File: src/hw/rtl/contiguous_page_run_allocator_defines.svh
// assertion macros used by the allocator controller
// no dependencies; included by the files that carry assertions
`ifndef CONTIGUOUS_PAGE_RUN_ALLOCATOR_DEFINES_SVH
`define CONTIGUOUS_PAGE_RUN_ALLOCATOR_DEFINES_SVH

// expr must never hold outside reset
`define CPRA_ASSERT_NEVER(label, clk, rst_n, expr, msg) \
  label: assert property (@(posedge clk) disable iff (!rst_n) !(expr)) else $error(msg);

// ante implies cons in the same cycle
`define CPRA_ASSERT_IMPL(label, clk, rst_n, ante, cons, msg) \
  label: assert property (@(posedge clk) disable iff (!rst_n) (ante) |-> (cons)) else $error(msg);

// ante implies cons in the next cycle
`define CPRA_ASSERT_NEXT(label, clk, rst_n, ante, cons, msg) \
  label: assert property (@(posedge clk) disable iff (!rst_n) (ante) |=> (cons)) else $error(msg);

`endif

File: src/hw/rtl/cpra_pkg.sv
// types, constants and codes of the contiguous page run allocator
// no dependencies
package cpra_pkg;

  localparam int unsigned NUM_PAGES_DEF   = 65536;
  localparam int unsigned PAGE_SHIFT      = 12;
  localparam int unsigned FIRST_PAGE_W    = 16;
  localparam int unsigned REQ_W           = 29;
  localparam int unsigned ADDR_W          = 28;
  localparam int unsigned PAGES_W         = REQ_W + 1 - PAGE_SHIFT;
  localparam int unsigned STATUS_W        = 2;
  localparam logic [FIRST_PAGE_W-1:0] FIRST_PAGE_RST = 16'd272;

  typedef logic [2:0] mark_t;
  localparam mark_t MARK_FREE  = 3'b000;
  localparam mark_t MARK_USED  = 3'b001;
  localparam mark_t MARK_START = 3'b010;
  localparam mark_t MARK_END   = 3'b100;
  localparam mark_t MARK_INIT  = MARK_USED | MARK_START | MARK_END;

  typedef logic [STATUS_W-1:0] status_t;
  localparam status_t ST_OK        = 2'd0;
  localparam status_t ST_NO_SPACE  = 2'd1;
  localparam status_t ST_ZERO      = 2'd2;
  localparam status_t ST_NOT_START = 2'd3;

  localparam logic OP_ALLOC = 1'b0;
  localparam logic OP_FREE  = 1'b1;

  typedef logic [1:0] wr_sel_t;
  localparam wr_sel_t WR_INIT  = 2'd0;
  localparam wr_sel_t WR_ALLOC = 2'd1;
  localparam wr_sel_t WR_FREE  = 2'd2;

  // controller to datapath
  typedef struct packed {
    logic    load;
    logic    ptr_inc;
    logic    seek_start;
    logic    run_clr;
    logic    run_inc;
    logic    mem_rd;
    logic    mem_wr;
    wr_sel_t wr_sel;
    logic    out_load;
    status_t out_status;
  } ctl_cmd_t;

  // datapath to controller
  typedef struct packed {
    logic is_free;
    logic oob;
    logic zero;
    logic mark_free;
    logic mark_start;
    logic mark_end;
    logic run_hit;
    logic ptr_last;
    logic at_hit;
  } dp_sts_t;

endpackage

File: src/hw/rtl/cpra_ctrl.sv
// allocator controller: clearing pass, first-fit scan, run marking, free walk
// depends on cpra_pkg and the assertion macro header
`include "contiguous_page_run_allocator_defines.svh"

module cpra_ctrl (
  input  logic               clk,
  input  logic               rst_n,
  input  logic               in_valid,
  output logic               in_ready,
  output logic               out_valid,
  input  logic               out_ready,
  input  cpra_pkg::dp_sts_t  sts,
  output cpra_pkg::ctl_cmd_t cmd
);
  import cpra_pkg::*;

  localparam logic [3:0] S_CLEAR  = 4'd0;
  localparam logic [3:0] S_IDLE   = 4'd1;
  localparam logic [3:0] S_DECIDE = 4'd2;
  localparam logic [3:0] S_SREAD  = 4'd3;
  localparam logic [3:0] S_SCHK   = 4'd4;
  localparam logic [3:0] S_MARK   = 4'd5;
  localparam logic [3:0] S_FREAD  = 4'd6;
  localparam logic [3:0] S_FSTART = 4'd7;
  localparam logic [3:0] S_FCLR   = 4'd8;
  localparam logic [3:0] S_FNEXT  = 4'd9;
  localparam logic [3:0] S_RESP   = 4'd10;

  logic [3:0] state_r, state_nxt;
  status_t    st_r, st_nxt;
  logic       out_valid_r, out_valid_nxt;

  always_comb begin
    cmd       = '0;
    state_nxt = state_r;
    st_nxt    = st_r;
    in_ready  = 1'b0;
    unique case (state_r)
      S_CLEAR: begin
        cmd.mem_wr = 1'b1;
        cmd.wr_sel = WR_INIT;
        if (sts.ptr_last) begin
          state_nxt = S_IDLE;
        end else begin
          cmd.ptr_inc = 1'b1;
        end
      end
      S_IDLE: begin
        in_ready = 1'b1;
        if (in_valid) begin
          cmd.load  = 1'b1;
          state_nxt = S_DECIDE;
        end
      end
      S_DECIDE: begin
        if (!sts.is_free) begin
          if (sts.zero) begin
            st_nxt    = ST_ZERO;
            state_nxt = S_RESP;
          end else if (sts.oob) begin
            st_nxt    = ST_NO_SPACE;
            state_nxt = S_RESP;
          end else begin
            cmd.run_clr = 1'b1;
            state_nxt   = S_SREAD;
          end
        end else if (sts.oob) begin
          st_nxt    = ST_NOT_START;
          state_nxt = S_RESP;
        end else begin
          state_nxt = S_FREAD;
        end
      end
      S_SREAD: begin
        cmd.mem_rd = 1'b1;
        state_nxt  = S_SCHK;
      end
      S_SCHK: begin
        if (sts.mark_free && sts.run_hit) begin
          cmd.seek_start = 1'b1;
          state_nxt      = S_MARK;
        end else begin
          // a used page restarts the run count at the next page
          cmd.run_inc = sts.mark_free;
          cmd.run_clr = !sts.mark_free;
          if (sts.ptr_last) begin
            st_nxt    = ST_NO_SPACE;
            state_nxt = S_RESP;
          end else begin
            cmd.ptr_inc = 1'b1;
            state_nxt   = S_SREAD;
          end
        end
      end
      S_MARK: begin
        cmd.mem_wr = 1'b1;
        cmd.wr_sel = WR_ALLOC;
        if (sts.at_hit) begin
          st_nxt    = ST_OK;
          state_nxt = S_RESP;
        end else begin
          cmd.ptr_inc = 1'b1;
        end
      end
      S_FREAD: begin
        cmd.mem_rd = 1'b1;
        state_nxt  = S_FSTART;
      end
      S_FSTART: begin
        if (!sts.mark_start) begin
          st_nxt    = ST_NOT_START;
          state_nxt = S_RESP;
        end else begin
          state_nxt = S_FCLR;
        end
      end
      S_FCLR: begin
        cmd.mem_wr = 1'b1;
        cmd.wr_sel = WR_FREE;
        // stop at the end mark, or at the table end if the mark is missing
        if (sts.mark_end || sts.ptr_last) begin
          st_nxt    = ST_OK;
          state_nxt = S_RESP;
        end else begin
          cmd.ptr_inc = 1'b1;
          state_nxt   = S_FNEXT;
        end
      end
      S_FNEXT: begin
        cmd.mem_rd = 1'b1;
        state_nxt  = S_FCLR;
      end
      S_RESP: begin
        if (!out_valid_r || out_ready) begin
          cmd.out_load   = 1'b1;
          cmd.out_status = st_r;
          state_nxt      = S_IDLE;
        end
      end
      default: begin
        state_nxt = S_IDLE;
      end
    endcase
  end

  always_comb begin
    if (cmd.out_load) begin
      out_valid_nxt = 1'b1;
    end else if (out_ready) begin
      out_valid_nxt = 1'b0;
    end else begin
      out_valid_nxt = out_valid_r;
    end
  end

  always_ff @(posedge clk) begin
    if (!rst_n) begin
      state_r     <= S_CLEAR;
      st_r        <= ST_OK;
      out_valid_r <= 1'b0;
    end else begin
      state_r     <= state_nxt;
      st_r        <= st_nxt;
      out_valid_r <= out_valid_nxt;
    end
  end

  assign out_valid = out_valid_r;

  `CPRA_ASSERT_NEVER(a_rd_wr_excl, clk, rst_n, cmd.mem_rd && cmd.mem_wr, "memory read and write in one cycle")
  `CPRA_ASSERT_NEVER(a_no_overwrite, clk, rst_n, cmd.out_load && out_valid_r && !out_ready, "pending result overwritten")
  `CPRA_ASSERT_NEXT(a_accept_decide, clk, rst_n, in_valid && in_ready, state_r == S_DECIDE, "accepted item not decoded")
  `CPRA_ASSERT_NEXT(a_mark_done, clk, rst_n, state_r == S_MARK && sts.at_hit, state_r == S_RESP && st_r == ST_OK, "run end did not finish allocation")
  `CPRA_ASSERT_IMPL(a_clear_quiet, clk, rst_n, state_r == S_CLEAR, !in_ready && !cmd.out_load, "item taken during clearing pass")
endmodule

File: config.mk
export PLATFORM = sky130hd
export DESIGN_NAME = cpra_ctrl
export DESIGN_NICKNAME = d
export VERILOG_FILES = /design/src/hw/rtl/cpra_pkg.sv /design/src/hw/rtl/cpra_ctrl.sv
export VERILOG_INCLUDE_DIRS = /design/src /design/src/hw/rtl
export SDC_FILE = /design/constraint.sdc
export NUM_CORES = 1
export LEC_CHECK = 0
export ABC_AREA = 1
export BUFFER_PORTS_ARGS = -buffer_cell sky130_fd_sc_hd__buf_2
export CORE_MARGIN = 3
export CORE_UTILIZATION = 50
export CTS_CLUSTER_SIZE = 40
export DETAILED_ROUTE_END_ITERATION = 8
export PLACE_DENSITY_LB_ADDON = 0.1
export SLEW_MARGIN = 20
export SYNTH_ARGS = -nofsm -noshare
export SYNTH_HDL_FRONTEND = slang
export SYNTH_SLANG_ARGS = --single-unit
File: constraint.sdc
create_clock -name clk -period 1.9 [get_ports clk]
set_input_delay 0 -clock clk [delete_from_list [all_inputs] [get_ports clk]]
set_output_delay 0 -clock clk [all_outputs]
set_load 0.1 [all_outputs]
==> metrics.md, run 1 <==
| Metric | Value |
|---|---|
| Root buffer cell | clkbuf_4 |
| Run status | finished, final reports clean |
| Net count, final | 181 |
| Leakage power figure | 0.5423 nW |
| H-tree depth reported by CTS | 1 |
| Total grt overflow | 0 |
| Library cells used by synthesis | 15 |
| NetSw | 890.0 uW |
| Post-Syn Area per Cell | 5.114 um2 |
| Clock insertion delay at the later pin of the skew report | 0.25 ns |
| Maximum number of buffers from clock root to sink | 2 |
| CTS sink cnt | 7 |
| Required time at the endpoint of the critical path | 1.90 ns |
| First-pass GRT wire length | 3187 um |
| Via count normalized by instance count | 5.133 |
| Worst supply voltage drop on vdd | 0.7456 mV |
| Post-synth top flop | dfxtp_1 |
| CTS clock-pin slew for the worst setup and hold paths | 0.05 ns |
| Async S/R FF share, synth | 0 |
| Wirelength per Cell | 10.56 um |
| Cell area power density | 1543 nW/um2 |
| Antenna cells | 0 |
| Vert. Die Dim | 43.44 um |
| Synthesis Warnings | 0 |
| Routability Congestion | 0.9507 |
| Vias after detailed routing | 929 |
| Post-route clock period utilization | 0.9450 |
| CTS tree | yes |
| Number of flip-flops and latches in the synthesized netlist | 7 |
| Worst-Margin Slew | 0.4879 ns |
| Clock period minus worst slack | 1.796 ns |
| Worst slew margin relative to its limit | 0.6770 |
| Top area cells in the synthesized netlist | nand2_1, dfxtp_1, nor2_1, inv_1, nand3_1 |
| CTS Buf Count | 3 |
| Fraction of the yosys area taken by sequential cells | 0.2000 |
| Row count | 12 |
| Share of cells above drive strength 1 | 0.2515 |
| Top-count cell post-synth | nand2_1 |
| Hold Crit Class | primary input to register |
| Net switching fraction of the power | 0.6403 |
| Reg power frac | 0.168 |
| Cell internal power dissipation | 500.0 uW |
| Setup crit end kind | output pin |
| Die span in x | 43.44 um |
| Floorplan core area | 1201 um2 |
| Number of max-capacitance violations reported | 0 |
| Initial standard-cell utilization of the core | 0.5833 |
| Number of DRC markers in iteration 0 | 22 |
| Startpoint class of the critical path | register |
| Post-synth top cells | nand2_1, nor2_1, inv_1 |
| Via count of the first global-routing pass | 825 |
| Setup repair after global routing missed its margin | no |
| Number of slew-limit violations in the final report | 0 |
| Synthesized cell area | 700.7 um2 |
| Setup Crit Path Kind | register to output pin |
| Worst-case setup margin in the final layout | 0.1045 ns |
| Die area | 1887 um2 |
| Total track usage | 0.2206 |
| Placed cells | 176 |
| Count of flip-flops with a built-in enable after synthesis | 0 |
| Minimum setup slack after placement | 0.4222 ns |
| Number of remaining DRC errors | 0 |
| Maximum achievable frequency | 556.9 MHz |
| Number of placed I/O pins | 27 |
| Worst path arrival time | 1.80 ns |
| Part of the total power dissipated in combinational logic | 0.736 |
| Final core utilization | 0.7500 |
| Port Buffers | 26 |
| Layout Skew | 0.007543 ns |
| CP Max Fanout | 5 |
| Initial antenna violation count | 0 |
| Detailed-placement wirelength estimate | 1634 um |
| Clock share of power | 0.096 |
| Final Routed Wirelength | 1912 um |
| Cell count after synthesis | 137 |
| Final number of hold-violating endpoints | 0 |
| Total iterations of the first detailed-routing run | 4 |
| Pwr Total | 1.390 mW |
| Largest net degree at the start of global routing | 7 |
| Post-synthesis to final-layout area growth | 28.57% |
| Cell Count, Final, Fillers Out | 181 |
| Mapped Nets | 150 |
| Portion of synthesized cell area occupied by the leading cell type | 0.2250 |
| Remaining antenna violation count after routing | 0 |
| Number of gates resized after cts | 0 |
| Final number of setup-violating endpoints | 0 |
| Post-synthesis cell type with the largest combined area | nand2_1 |
[through the flow]
stage | cell area [um2] | hold slack [ns] | TNS [ns]
after floorplan | 724.4 | 0.1207 | -0.1396
after global placement | 864.6 | 0.2474 | 0
after detailed placement | 864.6 | 0.2604 | 0
after CTS | 900.9 | 0.07419 | 0
after global routing | 900.9 | 0.1074 | 0
final | 900.9 | 0.07860 | 0
[timing repair]
action | CTS | global route
hold endpoints to repair | 2 | 0
buffers inserted | 0 | 0
hold buffers | 1 | 0
[critical path, cell delays in order (launching register included)]
cell and delay [ns]:
dfxtp_1 0.44, inv_2 0.08, nor2_2 0.19, nand2_1 0.10, nor2_1 0.16, a21oi_1 0.09
nand2_1 0.06, buf_2 0.42
[metal layers]
metal / vias to the layer above / part of all wire / track usage
li1: 487 / - / -
met1: 395 / 0.40 / 0.2463
met2: 39 / 0.48 / 0.3835
met3: 8 / 0.098 / 0.09129
met4: 0 / 0.020 / 0.06024
met5: - / 0 / 0
[registers in the layout (all words and copies together) (netlist names)]
signal	cells
out_valid	1
st_r	2
state_r	4
[kinds of logic (layout without fill, tap and decap cells)]
family,count (synthesis),count (layout),synth area share
compound gates,12,12,0.08750
buf+inv,24,54,0.1339
flops,7,7,0.2000
simple gates,94,94,0.5786
[cells in the final DEF, fill, tap and decap left out, drive strengths merged]
cell,Yosys,layout
inv,23,23
nand3,15,15
o21ai,4,4
o22ai,1,1
a21oi,7,7
clkbuf,0,4
buf,1,26
nor3,1,1
nand3b,2,2
nand2,42,42
nor2,33,33
nand4,1,1
dlygate4sd3,0,1
dfxtp,7,7
[final cells by class]
class / count / area [um2]
timing repair buffer: 27 / 140.1
multi-input combinational: 106 / 490.5
sequential: 7 / 140.1
clock buffer: 4 / 26.28
inverter: 23 / 86.33
fill: 110 / 300.3
tap: 14 / 17.52
[power by group through the flow]
| stage | sequential (mW) | combinational, mW | clock, mW |
|---|---|---|---|
| 2_1_floorplan | 0.231 | 0.859 | 0 |
| 3_3_place_gp | 0.234 | 1.01 | 0 |
| 3_5_place_dp | 0.236 | 1.02 | 0 |
| 4_1_cts | 0.233 | 1.02 | 0.138 |
| 5_1_grt | 0.241 | 1.11 | 0.147 |
| 6_report | 0.234 | 1.02 | 0.134 |
[path summary, 6_finish.rpt]
kind	startpoint	end	slack [ns]	cells past startpoint
worst min-delay path	out_ready	out_valid$_SDFFE_PN0P_	0.08	4
worst max register to register	state_r[2]$_SDFFE_PN0P_	st_r[1]$_SDFFE_PN0P_	0.43	7
worst max-delay path	state_r[2]$_SDFFE_PN0P_	cmd[10]	0.10	7
worst min register to register	st_r[0]$_SDFFE_PN0P_	st_r[0]$_SDFFE_PN0P_	0.49	2
Power figures use the tool's default switching activity.
==> run 2: changes to the inputs <==
--- a/config.mk
+++ b/config.mk
@@ -8,12 +8,10 @@
 export LEC_CHECK = 0
 export ABC_AREA = 1
 export BUFFER_PORTS_ARGS = -buffer_cell sky130_fd_sc_hd__buf_2
-export CORE_MARGIN = 3
 export CORE_UTILIZATION = 50
 export CTS_CLUSTER_SIZE = 40
 export DETAILED_ROUTE_END_ITERATION = 8
 export PLACE_DENSITY_LB_ADDON = 0.1
-export SLEW_MARGIN = 20
 export SYNTH_ARGS = -nofsm -noshare
 export SYNTH_HDL_FRONTEND = slang
 export SYNTH_SLANG_ARGS = --single-unit
==> run 2 against run 1 <==
The flow now finishes with violations (design-rule violations); first-iteration DRC count grew 4.5%; sequential power barely moved; combinational power about the same; die area is 18% lower; clock skew fell by 0.00094 ns; wire length is 0.31% higher; highest routed layer unchanged.
==> metrics.md, run 2 (synthesis results as in run 1) <==
| Metric | Value |
|---|---|
| Initial standard-cell utilization of the core | 0.5385 (was 0.5833) |
| Clock period minus worst slack | 1.736 ns (was 1.796 ns) |
| Die span in x | 39.44 um (was 43.44 um) |
| Post-synthesis to final-layout area growth | 29.46% (was 28.57%) |
| FF-to-FF path depth | 9 (was 7) |
| CTS Buf Count | 3 (unchanged) |
| Wirelength per Cell | 10.54 um (was 10.56 um) |
| Hold wc startpoint | out_ready (unchanged) |
| Maximum number of buffers from clock root to sink | 2 (unchanged) |
| Setup Crit Path Kind | register to output pin (unchanged) |
| Worst slew margin relative to its limit | 0.6762 (was 0.6770) |
| Number of slew-limit violations in the final report | 0 (unchanged) |
| Final number of hold-violating endpoints | 0 (unchanged) |
| Die area | 1555 um2 (was 1887 um2) |
| Number of DRC markers in iteration 0 | 23 (was 22) |
| Setup repair after global routing missed its margin | no (unchanged) |
| Net count, final | 181 (unchanged) |
| Placed cells | 177 (was 176) |
| Largest net degree at the start of global routing | 7 (unchanged) |
| Number of max-capacitance violations reported | 0 (unchanged) |
| Vert. Die Dim | 39.44 um (was 43.44 um) |
| Worst path arrival time | 1.74 ns (was 1.80 ns) |
| Worst-Margin Slew | 0.4890 ns (was 0.4879 ns) |
| Routability Congestion | 0.9033 (was 0.9507) |
| Hold worst-path end | out_valid$_SDFFE_PN0P_ (unchanged) |
| Layout Skew | 0.006606 ns (was 0.007543 ns) |
| Biggest cell delay along the critical path | 0.44 ns (about the same) |
| Total track usage | 0.2659 (was 0.2206) |
| Share of cells above drive strength 1 | 0.2515 (unchanged) |
| Total iterations of the first detailed-routing run | 6 (was 4) |
| Final Routed Wirelength | 1918 um (was 1912 um) |
| Total negative slack | 0 ns (unchanged) |
| Total grt overflow | 0 (unchanged) |
| Vias after detailed routing | 924 (was 929) |
| Start of the worst register-to-register path | state_r[3]$_SDFFE_PN0P_ (was state_r[2]$_SDFFE_PN0P_) |
| Ordered list of cells on the worst path | inv_2, nor2_2, nand2_1, nor2_1, a21oi_1, nand2_1, clkbuf_4 (was inv_2, nor2_2, nand2_1, nor2_1, a21oi_1, nand2_1, buf_2) |
| Largest register FFs | 4 (unchanged) |
| Commonest non-fill, non-tap cell in the layout | nand2_1 (unchanged) |
| Detailed route wirelength on metal3 | 94 um (was 187 um) |
| Final core utilization | 0.6971 (was 0.7500) |
| Detailed-placement wirelength estimate | 1600 um (was 1634 um) |
| Final number of setup-violating endpoints | 0 (unchanged) |
| Antenna cells | 0 (unchanged) |
| Hold Crit Class | primary input to register (unchanged) |
| Floorplan core area | 1301 um2 (was 1201 um2) |
| Run status | finished with violations (was finished, final reports clean) |
| Setup crit end kind | output pin (unchanged) |
| Minimum setup slack among reg-to-reg paths | 0.40 ns (was 0.43 ns) |
| Initial antenna violation count | 0 (unchanged) |
| CTS clock-pin slew for the worst setup and hold paths | 0.05 ns (about the same) |
| Most frequent cells in the layout | nand2_1, buf_2, nor2_1 (unchanged) |
| CTS sink cnt | 7 (unchanged) |
| Clock insertion delay at the later pin of the skew report | 0.26 ns (was 0.25 ns) |
| Number of placed I/O pins | 27 (unchanged) |
| Required time at the endpoint of the critical path | 1.90 ns (about the same) |
| H-tree depth reported by CTS | 1 (unchanged) |
| CTS tree | yes (unchanged) |
| Via count of the first global-routing pass | 711 (was 825) |
| Slowest library cell on the worst path | dfxtp_1 (unchanged) |
| Startpoint class of the critical path | register (unchanged) |
| Worst supply voltage drop on vdd | 0.6863 mV (was 0.7456 mV) |
| Via count normalized by instance count | 5.077 (was 5.133) |
| Post-route clock period utilization | 0.9138 (was 0.9450) |
| Most prevalent standard cell on the critical path | nand2_1 (unchanged) |
| Port Buffers | 26 (unchanged) |
| Remaining antenna violation count after routing | 0 (unchanged) |
| Leakage power figure | 0.5418 nW (was 0.5423 nW) |
| WHS Path Cells | 4 (unchanged) |
| Largest register by flop count | state_r (unchanged) |
| Violated checks | design-rule violations |
| Met2 Routed Length | 926 um (was 922 um) |
| Cell area power density | 1541 nW/um2 (was 1543 nW/um2) |
| Maximum achievable frequency | 575.9 MHz (was 556.9 MHz) |
| CP bufs+invs | 2 (unchanged) |
| RR Endpoint | st_r[1]$_SDFFE_PN0P_ (unchanged) |
| First-pass GRT wire length | 2766 um (was 3187 um) |
| Row count | 13 (was 12) |
| Startpoint of the most critical setup path | state_r[2]$_SDFFE_PN0P_ (unchanged) |
| Routed met1 length | 864 um (was 763 um) |
| Cell Count, Final, Fillers Out | 182 (was 181) |
| Critical path's top delay family | simple AND/OR/NAND/NOR gates (unchanged) |
| Number of remaining DRC errors | 1 (was 0) |
| Top routing layer in use | met4 (unchanged) |
| Root buffer cell | clkbuf_4 (unchanged) |
| CP Max Fanout | 5 (unchanged) |
## run 2: cell count changes in the layout (fill, tap and decap cells not counted)
cell,change
buf_2,-2
clkbuf_4,+2
## run 2: worst min-delay path, cell delays in order
cell and delay (ns):
buf_2 0.07, nor2_1 0.05, inv_1 0.08, a21oi_1 0.06
## run 2: layout make-up
class,instances,area [um2]
multi-input cells,106,490.5
clock buffers,4,26.28
well taps,15,18.77
fillers,146,394.1
inverters,23,86.33
repair buffers,27,145.1
flip-flops and latches,7,140.1
## run 2: metrics by stage
stage          total power [mW]  hold slack, ns  area [um2]  setup WS, ns
2_1_floorplan             1.090          0.1207       724.4       -0.1396
3_3_place_gp              1.242          0.2472       865.8        0.4006
3_5_place_dp              1.249          0.2572       865.8        0.4203
4_1_cts                   1.390         0.07107       902.1        0.1329
5_1_grt                   1.488         0.08135       907.1       0.08118
6_report                  1.398         0.07263       907.1        0.1637
## run 2: worst max-delay path by stage
stage | to | slack, ns | cells past startpoint
floorplan | cmd[8] | -0.14 | 4
global placement | cmd[10] | 0.40 | 7
detailed placement | cmd[10] | 0.42 | 7
CTS | cmd[10] | 0.13 | 7
global route | cmd[1] | 0.08 | 5
finish | cmd[10] | 0.16 | 7
## run 2: repair_timing
| action | CTS | global route |
|---|---|---|
| setup buffers | 0 | 0 |
| hold buffers | 1 | 0 |
| resized for setup | 0 | 2 |
| endpoints found under the setup margin | 0 | 2 |
| endpoints found under the hold margin | 1 | 0 |
## run 2: power breakdown
part	total, mW	switching [mW]	internal (mW)
sequential	0.235	0.0401	0.195
clock	0.137	0.0567	0.0803
combinational	1.03	0.795	0.231
## run 2: per-layer routing
metal  global-route usage  vias to the layer above
met2               0.4754                       25
li1                     -                      485
met3              0.09659                        4
met1               0.2993                      410
met4              0.04310                        0
met5                    0                        -
